===== config.mk =====
export PLATFORM = sky130hd
export DESIGN_NAME = sim_cell
export DESIGN_NICKNAME = d
export VERILOG_FILES = /design/src/rtl/sim_pkg.sv /design/src/rtl/sim_cell.sv
export SDC_FILE = /design/constraint.sdc
export NUM_CORES = 1
export LEC_CHECK = 0
export ABC_AREA = 1
export ABC_CLOCK_PERIOD_IN_PS = 1300
export BUFFER_PORTS_ARGS = -buffer_cell sky130_fd_sc_hd__buf_2
export CELL_PAD_IN_SITES_DETAIL_PLACEMENT = 1
export CELL_PAD_IN_SITES_GLOBAL_PLACEMENT = 2
export CORE_UTILIZATION = 26
export DETAILED_ROUTE_END_ITERATION = 12
export GPL_TIMING_DRIVEN = 0
export PLACE_DENSITY_LB_ADDON = 0.1
export RECOVER_POWER = 50
export SLEW_MARGIN = 0
export SYNTH_ARGS = -nofsm -noshare
export SYNTH_HDL_FRONTEND = slang
export SYNTH_SLANG_ARGS = --single-unit

===== constraint.sdc =====
create_clock -name clock -period 1.3 [get_ports clock]
set_input_delay 0.13 -clock clock [delete_from_list [all_inputs] [get_ports clock]]
set_output_delay 0.13 -clock clock [all_outputs]
set_load 0.01 [all_outputs]

===== src/rtl/sim_pkg.sv =====
`timescale 1ns / 1ps
`default_nettype none

package sim_pkg;

   // Field widths fixed by the item format
   localparam int VALUE_W     = 32;
   localparam int MATCH_IDX_W = 6;
   localparam int TOTAL_W     = 16;

   localparam logic [TOTAL_W-1:0] COUNT_MAX = {TOTAL_W{1'b1}};

   // Item actions; the unused code is dropped
   typedef enum logic [1:0] {
      ACT_CLEAR = 2'd0,
      ACT_LOAD  = 2'd1,
      ACT_QUERY = 2'd2
   } action_type;

   // Control flags of a query token travelling down the chain
   typedef struct packed {
      logic valid;
      logic found;
   } tok_type;

endpackage

`default_nettype wire


===== src/rtl/sim_cell.sv =====
`timescale 1ns / 1ps
`default_nettype none

module sim_cell
   import sim_pkg::*;
#(
   parameter int INDEX = 0,
   parameter int IDX_W = 6,
   parameter int CNT_W = 7
) (
   input  wire logic               clock,
   input  wire logic               reset,
   input  wire logic               adv,
   input  wire logic               wr_en,
   input  wire logic [VALUE_W-1:0] wr_data,
   input  wire logic [CNT_W-1:0]   loaded,
   input  wire tok_type            tok_i,
   input  wire logic [VALUE_W-1:0] value_i,
   input  wire logic [IDX_W-1:0]   index_i,
   output tok_type                 tok_o,
   output logic      [VALUE_W-1:0] value_o,
   output logic      [IDX_W-1:0]   index_o
);

   localparam logic [CNT_W-1:0] CELL_POS = CNT_W'(INDEX);
   localparam logic [IDX_W-1:0] CELL_IDX = IDX_W'(INDEX);

   logic [VALUE_W-1:0] entry_ff;
   tok_type            tok_ff;
   tok_type            tok_in;
   logic [VALUE_W-1:0] value_ff;
   logic [IDX_W-1:0]   index_ff;
   logic [IDX_W-1:0]   index_in;
   logic               hit;

   // Store the entry when this slot is the next free one
   always_ff @(posedge clock) begin
      if (wr_en) begin
         entry_ff <= wr_data;
      end
   end

   // Compare only a written entry, and only if no earlier cell matched
   always_comb begin
      hit          = tok_i.valid && !tok_i.found && (CELL_POS < loaded) &&
                     (entry_ff == value_i);
      tok_in.valid = tok_i.valid;
      tok_in.found = tok_i.found || hit;
      index_in     = hit ? CELL_IDX : index_i;
   end

   // Hand the token to the next cell
   always_ff @(posedge clock) begin
      if (reset) begin
         tok_ff <= '0;
      end else if (adv) begin
         tok_ff <= tok_in;
      end
   end

   always_ff @(posedge clock) begin
      if (adv) begin
         value_ff <= value_i;
         index_ff <= index_in;
      end
   end

   assign tok_o   = tok_ff;
   assign value_o = value_ff;
   assign index_o = index_ff;

endmodule

`default_nettype wire


==> results of run 1 <==
[cell usage in the layout, fill, tap and decap left out, types with 2 or more instances in the layout]
cell | Yosys | final
inv_1 | 70 | 69
buf_2 | 0 | 120
nor2_2 | 0 | 4
xnor2_2 | 0 | 5
edfxtp_1 | 70 | 70
nand2_2 | 0 | 7
o21ai_1 | 5 | 4
xnor2_1 | 8 | 3
nand2_1 | 94 | 87
o21ai_0 | 5 | 5
bufinv_16 | 0 | 2
clkbuf_16 | 0 | 9
nand4_1 | 5 | 5
clkbuf_1 | 0 | 4
clkbuf_8 | 0 | 3
a21oi_1 | 4 | 4
dlygate4sd3_1 | 0 | 51
nand3_1 | 5 | 5
dfxtp_1 | 2 | 2
nor2_1 | 32 | 28
nand3b_1 | 3 | 3
[logic make-up (layout without fill, tap and decap cells)]
family                 Yosys count  after routing  synth area share, %
flip-flops                      72             72                67.99
buffers and inverters           70            261                8.340
AND/OR/NAND/NOR                145            145                18.94
AO/OA/AOI/OAI                   15             15                2.502
XOR/XNOR                         8              8                2.224
[metal layers]
| layer | track usage, % | part of all wire (%) | up-vias |
|---|---|---|---|
| met3 | 3.780 | 5.0 | 11 |
| li1 | - | - | 1347 |
| met2 | 24.84 | 47 | 83 |
| met5 | 0 | 0 | - |
| met1 | 18.10 | 46 | 1207 |
| met4 | 7.733 | 2.2 | 0 |
[flip-flops by register name (all words and copies together) (netlist names)]
| signal | cells |
|---|---|
| entry_ff | 32 |
| tok_o | 2 |
| value_o | 32 |
| index_o | 6 |
[metrics by stage]
| step | area [sq um] | cells | worst slack [ns] |
|---|---|---|---|
| 3_5_place_dp | 3940 | 575 | -0.2976 |
| 6_report | 4870 | 644 | -0.2132 |
| 5_1_grt | 4870 | 644 | -0.3831 |
| 4_1_cts | 4845 | 643 | -0.2390 |
| 3_3_place_gp | 3940 | 575 | -0.2652 |
| 2_1_floorplan | 3151 | 310 | 0.01906 |
[layout make-up]
class | count | share of cell area (%)
Inverter | 70 | 5.396
Tap cell | 143 | 3.674
Sequential cell | 72 | 43.99
Clock buffer | 14 | 5.627
Clock inverter | 2 | 1.233
Timing Repair Buffer | 175 | 23.36
Multi-Input combinational cell | 168 | 16.73
[final timing paths]
kind | to | slack, ns
worst max register to register | index_o[5] | -0.21
worst max-delay path | index_o[5] | -0.21
worst min-delay path | value_o[1] | 0.02
worst min register to register | tok_o[1] | 0.54
[power by group through the flow]
stage	Combinational [uW]	Clock (uW)	Sequential [uW]
3_5_place_dp	682	0	2870
5_1_grt	925	2950	2840
6_report	821	2780	2820
3_3_place_gp	671	0	2860
4_1_cts	829	2860	2820
2_1_floorplan	249	0	2910
[timing repair]
| item | 4_1_cts | 5_1_grt |
|---|---|---|
| hold buffers | 51 | 0 |
| pin swaps | 0 | 7 |
| gates resized for setup | 11 | 8 |
| buffers inserted | 1 | 2 |
| endpoints found under the setup margin | 7 | 7 |
| hold endpoints to repair | 51 | 0 |
==> summary.txt, run 1 <==
Power
  – Total power draw: ~6400 uW
  – Leakage dissipation: ~0.0023 uW
  – Internal power: about 5000 uW
  – VDD IR max: around 0.00056 V
  – Combinational power share: between 10% and 20%
  – Pwr per Cell Area: around 1300 nW/um^2
  – Proportion of power drawn by flip-flops and latches: a little over two fifths
  – Reported net switching power: 1434 uW
  – Clock share of power: between 40% and 50%
  – Sw Ratio: 22.32%

Hold path
  – Hold Path Class: in -> reg
  – Hold_sp: value_i[1]
  – Depth of the worst hold-timing path: 1

Logic synthesis
  – Post-Syn Area: ~3200 sq um
  – Main synth FF type: edfxtp_1
  – Average size of a mapped cell: just over 10 sq um
  – Synth cell types: 19
  – Most instantiated cells after synthesis: 94 x nand2_1, 70 x edfxtp_1, 70 x inv_1, 32 x nor2_1, 8 x xnor2_1
  – Asr flop ratio synth: 0%
  – Yosys warning count: 0
  – #FFs+latches synth: 72
  – Most frequent cell after synthesis: nand2_1
  – Count of flip-flops with a built-in enable after synthesis: 70
  – Dominant cell type by area after synthesis: edfxtp_1
  – Synth Instances: between 300 and 400
  – Register area share after synthesis: between 60% and 70%
  – Synth top area share: 66.72%
  – Syn Nets: 393
  – Synth area leaders: edfxtp_1 67%, nand2_1 11%, inv_1 8.3%

STA
  – Period utilisation layout: 116.4%
  – Setup TNS: -1.262 ns
  – Tmin final: between 1.5 and 2 ns
  – Max Freq: ~0.66 GHz
  – Final hold viol count: 0
  – Slew Viols, Final: 0
  – Final Hold Slack: about 0.019 ns
  – Worst Tran Pin Value: about 1.0 ns
  – Final WS setup: -0.2132 ns
  – Max-slew headroom: 31.08%
  – Clock Skews: ~0.0032 ns
  – RSZ-0062 raised after global routing: true
  – Setup violators final: 7

Drt
  – # DRC: 10
  – Antenna-violating nets left: 0
  – DRT iter0 DRCs: a little over 80
  – Via count: 2,648
  – Drt first pass iters: 8
  – Via density: a little over 4
  – WL final: about 8.6 mm
  – Routed wire per std cell: roughly 13 um

Floorplan
  – Ports: 123
  – Chip width: between 100 and 150 um
  – Die area: 12,560 sq um
  – Core area: between 10,000 and 15,000 sq um
  – Row cnt: 39
  – DIE HEIGHT: approximately 110 um
  – Effective utilization at floorplan: between 20% and 30%

GRT
  – Initial antenna violation count: 0
  – GRT Util Overall: 14.99%
  – GR Overflow Total: 0
  – First-pass GRT wire length: approximately 14 mm
  – Vias in the first global route: ~2,800
  – Largest net degree at the start of global routing: 43

Clock network
  – CTS tree: yes
  – Clock root buffer: clkbuf_16
  – CTS Buffer Depth: 2
  – CTS Buf Count: 9
  – Worst skew pair latency: between 0.3 and 0.4 ns
  – Clock sink total: just over 70
  – H-tree depth: 3
  – Clock transition at path regs: ~0.060 ns

Worst setup path
  – Critical Path AT: about 1.6 ns
  – Worst setup SP type: flop
  – R2R depth: 8
  – RR Startpoint: entry_ff[25]
  – Cell mode on critical path: nor2_1
  – CP Launch Point: entry_ff[25]
  – Slowest cell delay on critical path: roughly 0.39 ns
  – Worst Path Required: 1.39 ns
  – Critical path, cell by cell: nand2_2 > nand2_1 > nor2_1 > nand4_1 > nor2_1 > nand3_2 > nor2_4 > nor2_1
  – CP max FO: 6
  – Slowest-stage cell, CP: edfxtp_1
  – Critical path's top delay family: simple AND/OR/NAND/NOR gates
  – Critical path buffers and inverters: 0
  – CP endpoint kind: flop
  – CP Depth: 8
  – Crit path kind: reg -> reg

Placed design
  – GP Congestion: approximately 0.74
  – Post-DP HPWL: a little over 6 mm
  – PortBufs: about 120

Final layout
  – Diode count: 0
  – Layout net count: around 580
  – Layout Utilization: around two fifths
  – Area Growth Syn to Fin: 54.57%
  – Reg area: ~2100 sq um
  – Multi-input gate area: 814.5 sq um
  – Filler instances: about 1,400
  – Share of cells above drive strength 1: 31.34%

Flow run
  – Max-cap violations: 0

Status
  – Outcome: finished, violations left
  – Failing checks: DRC, setup timing
No activity file was read; power rests on OpenSTA's default activity.
==> run 2: changes to the inputs <==
BUFFER_PORTS_ARGS = -buffer_cell sky130_fd_sc_hd__buf_4   (was -buffer_cell sky130_fd_sc_hd__buf_2)
CORE_ASPECT_RATIO = 0.5   (was not set)
==> summary.txt, run 2 (same netlist as run 1, synthesis figures left out) <==
Drt
  – Via density: 4.087 (was 4.112)
  – Drt first pass iters: 4 (was 8)
  – WL final: 9.154 mm (was 8.647 mm)
  – Routed wire per std cell: 13.74 um (was 13.43 um)
  – Via count: 2,722 (was 2,648)
  – DRT iter0 DRCs: 71 (was 82)
  – Antenna-violating nets left: 0 (unchanged)
  – # DRC: 0 (was 10)

Worst setup path
  – R2R depth: 8 (unchanged)
  – Slowest-stage cell, CP: edfxtp_1 (unchanged)
  – RR Startpoint: entry_ff[19] (was entry_ff[25])
  – CP endpoint kind: flop (unchanged)
  – Critical Path AT: 1.68 ns (was 1.61 ns)
  – Worst Path Required: 1.38 ns (was 1.39 ns)
  – Worst setup SP type: flop (unchanged)
  – Cell mode on critical path: nor2_1 (unchanged)
  – CP Launch Point: entry_ff[19] (was entry_ff[25])
  – Critical path, cell by cell: nand2_2 > nand2_1 > nor2_1 > nand4_1 > nor2_2 > nand3_2 > nor2_4 > nor2_1 (was nand2_2 > nand2_1 > nor2_1 > nand4_1 > nor2_1 > nand3_2 > nor2_4 > nor2_1)
  – Slowest cell delay on critical path: 0.42 ns (was 0.39 ns)
  – Crit path kind: reg -> reg (unchanged)
  – CP max FO: 6 (unchanged)

STA
  – Setup violators final: 7 (unchanged)
  – Max-slew headroom: 23.71% (was 31.08%)
  – Tmin final: 1.599 ns (was 1.513 ns)
  – Final Hold Slack: 0.08539 ns (was 0.01861 ns)
  – Slew Viols, Final: 0 (unchanged)
  – Period utilisation layout: 123.0% (was 116.4%)
  – Clock Skews: 0.006752 ns (was 0.003175 ns)
  – Final WS setup: -0.2988 ns (was -0.2132 ns)
  – Worst Tran Pin Value: 1.144 ns (was 1.034 ns)
  – RSZ-0062 raised after global routing: true (unchanged)
  – Final hold viol count: 0 (unchanged)
  – Max Freq: 0.6255 GHz (was 0.6609 GHz)

Clock network
  – Clock transition at path regs: 0.06 ns (about the same)
  – CTS tree: yes (unchanged)
  – H-tree depth: 3 (unchanged)
  – Clock root buffer: clkbuf_16 (unchanged)
  – CTS Buffer Depth: 2 (unchanged)
  – Clock sink total: 72 (unchanged)
  – CTS Buf Count: 9 (unchanged)
  – Worst skew pair latency: 0.33 ns (was 0.34 ns)

Final layout
  – Most frequent cells in the layout: 105 x buf_4, 83 x nand2_1, 70 x edfxtp_1 (was 120 x buf_2, 87 x nand2_1, 70 x edfxtp_1)
  – Most common cell after layout, fill and taps aside: buf_4 (was buf_2)
  – Diode count: 0 (unchanged)
  – Share of cells above drive strength 1: 31.76% (was 31.34%)
  – Filler instances: 1,291 (was 1,358)
  – Area Growth Syn to Fin: 66.44% (was 54.57%)
  – Layout net count: 585 (was 579)
  – Layout Utilization: 46.06% (was 41.93%)

Placed design
  – Post-DP HPWL: 6.724 mm (was 6.192 mm)
  – Pre-CTS setup slack: -0.3354 ns (was -0.2976 ns)
  – GP Congestion: 0.7824 (was 0.7392)
  – PortBufs: 122 (unchanged)

Floorplan
  – Core area: 11,380 sq um (was 11,610 sq um)
  – Effective utilization at floorplan: 27.67% (was 27.13%)
  – Row cnt: 27 (was 39)
  – Die area: 12,590 sq um (was 12,560 sq um)
  – DIE HEIGHT: 79.84 um (was 112.1 um)
  – Chip width: 157.7 um (was 112.1 um)
  – Ports: 123 (unchanged)

Flow run
  – Max-cap violations: 0 (unchanged)

Power
  – VDD IR max: 0.0005467 V (was 0.0005633 V)
  – Proportion of power drawn by flip-flops and latches: 43.4% (was 43.9%)
  – Pwr per Cell Area: 1245 nW/um^2 (was 1319 nW/um^2)
  – Clock share of power: 41.8% (was 43.3%)
  – Reported net switching power: 1466 uW (was 1434 uW)
  – Internal power: 5060 uW (was 4988 uW)
  – Combinational power share: 14.8% (was 12.8%)
  – Sw Ratio: 22.47% (was 22.32%)
  – Leakage dissipation: 0.002441 uW (was 0.002338 uW)

GRT
  – Vias in the first global route: 2,795 (was 2,809)
  – GRT Util Overall: 15.29% (was 14.99%)
  – First-pass GRT wire length: 14.10 mm (was 13.90 mm)
  – Initial antenna violation count: 0 (unchanged)
  – Largest net degree at the start of global routing: 43 (unchanged)
  – GR Overflow Total: 0 (unchanged)

Status
  – Outcome: finished, violations left (unchanged)
  – Failing checks: setup timing (was DRC, setup timing)

Hold path
  – Depth of the worst hold-timing path: 3 (was 1)
  – Hold_sp: index_i[4] (was value_i[1])
  – Hold Path Class: in -> reg (unchanged)
## run 2: cell type report
type	count	area (sq um)	area share, %
Clock buffer	12	256.5	4.891
Clock inverter	4	76.32	1.455
Inverter	70	262.8	5.011
Multi-Input combinational cell	168	840.8	16.03
Sequential cell	72	2142	40.85
Tap cell	159	198.9	3.794
Timing Repair Buffer	181	1466	27.96
## run 2: metal layers
layer  wire length [um]  track usage (%)  vias to the layer above
met5                  0                0                        -
met4                 48            3.204                        0
met3                563            4.777                        9
met2               4177            24.67                       73
met1               4364            20.06                     1273
li1                   -                -                     1367
## run 2: what timing repair did
item                       CTS  global route
resized for setup           13            15
setup endpoints to repair    7             7
setup buffers                2             0
hold buffers                54             3
hold endpoints to repair    54             3
pin swaps                    9            14
gates cloned                 0             0
## run 2: final timing paths
| check | slack, ns | end |
|---|---|---|
| worst max-delay path | -0.30 | index_o[1] |
| worst min-delay path | 0.09 | index_o[4] |
| worst min register to register | 0.56 | tok_o[0] |
| worst max register to register | -0.30 | index_o[1] |
## run 2: per-stage QoR
| stage | area (sq um) | power [uW] | setup TNS (ns) | cells |
|---|---|---|---|---|
| after floorplan | 3151 | 3163 | 0 | 310 |
| final | 5244 | 6527 | -1.824 | 666 |
| after global routing | 5244 | 6834 | -2.662 | 666 |
| after detailed placement | 4265 | 3686 | -2.035 | 591 |
| after global placement | 4265 | 3659 | -2.056 | 591 |
| after CTS | 5206 | 6608 | -1.642 | 663 |
## run 2: power by group through the flow
stage                     combinational (uW)  sequential (uW)  clock (uW)
final                                    967             2830        2730
after floorplan                          249             2910           0
after detailed placement                 815             2870           0
after global placement                   796             2860           0
after global routing                    1070             2850        2910
after CTS                                976             2830        2800
## run 2: critical path: cells and delay by family, from the launching register on
family        cells  cell delay, ns
simple gates      8            0.93
flops             1            0.42
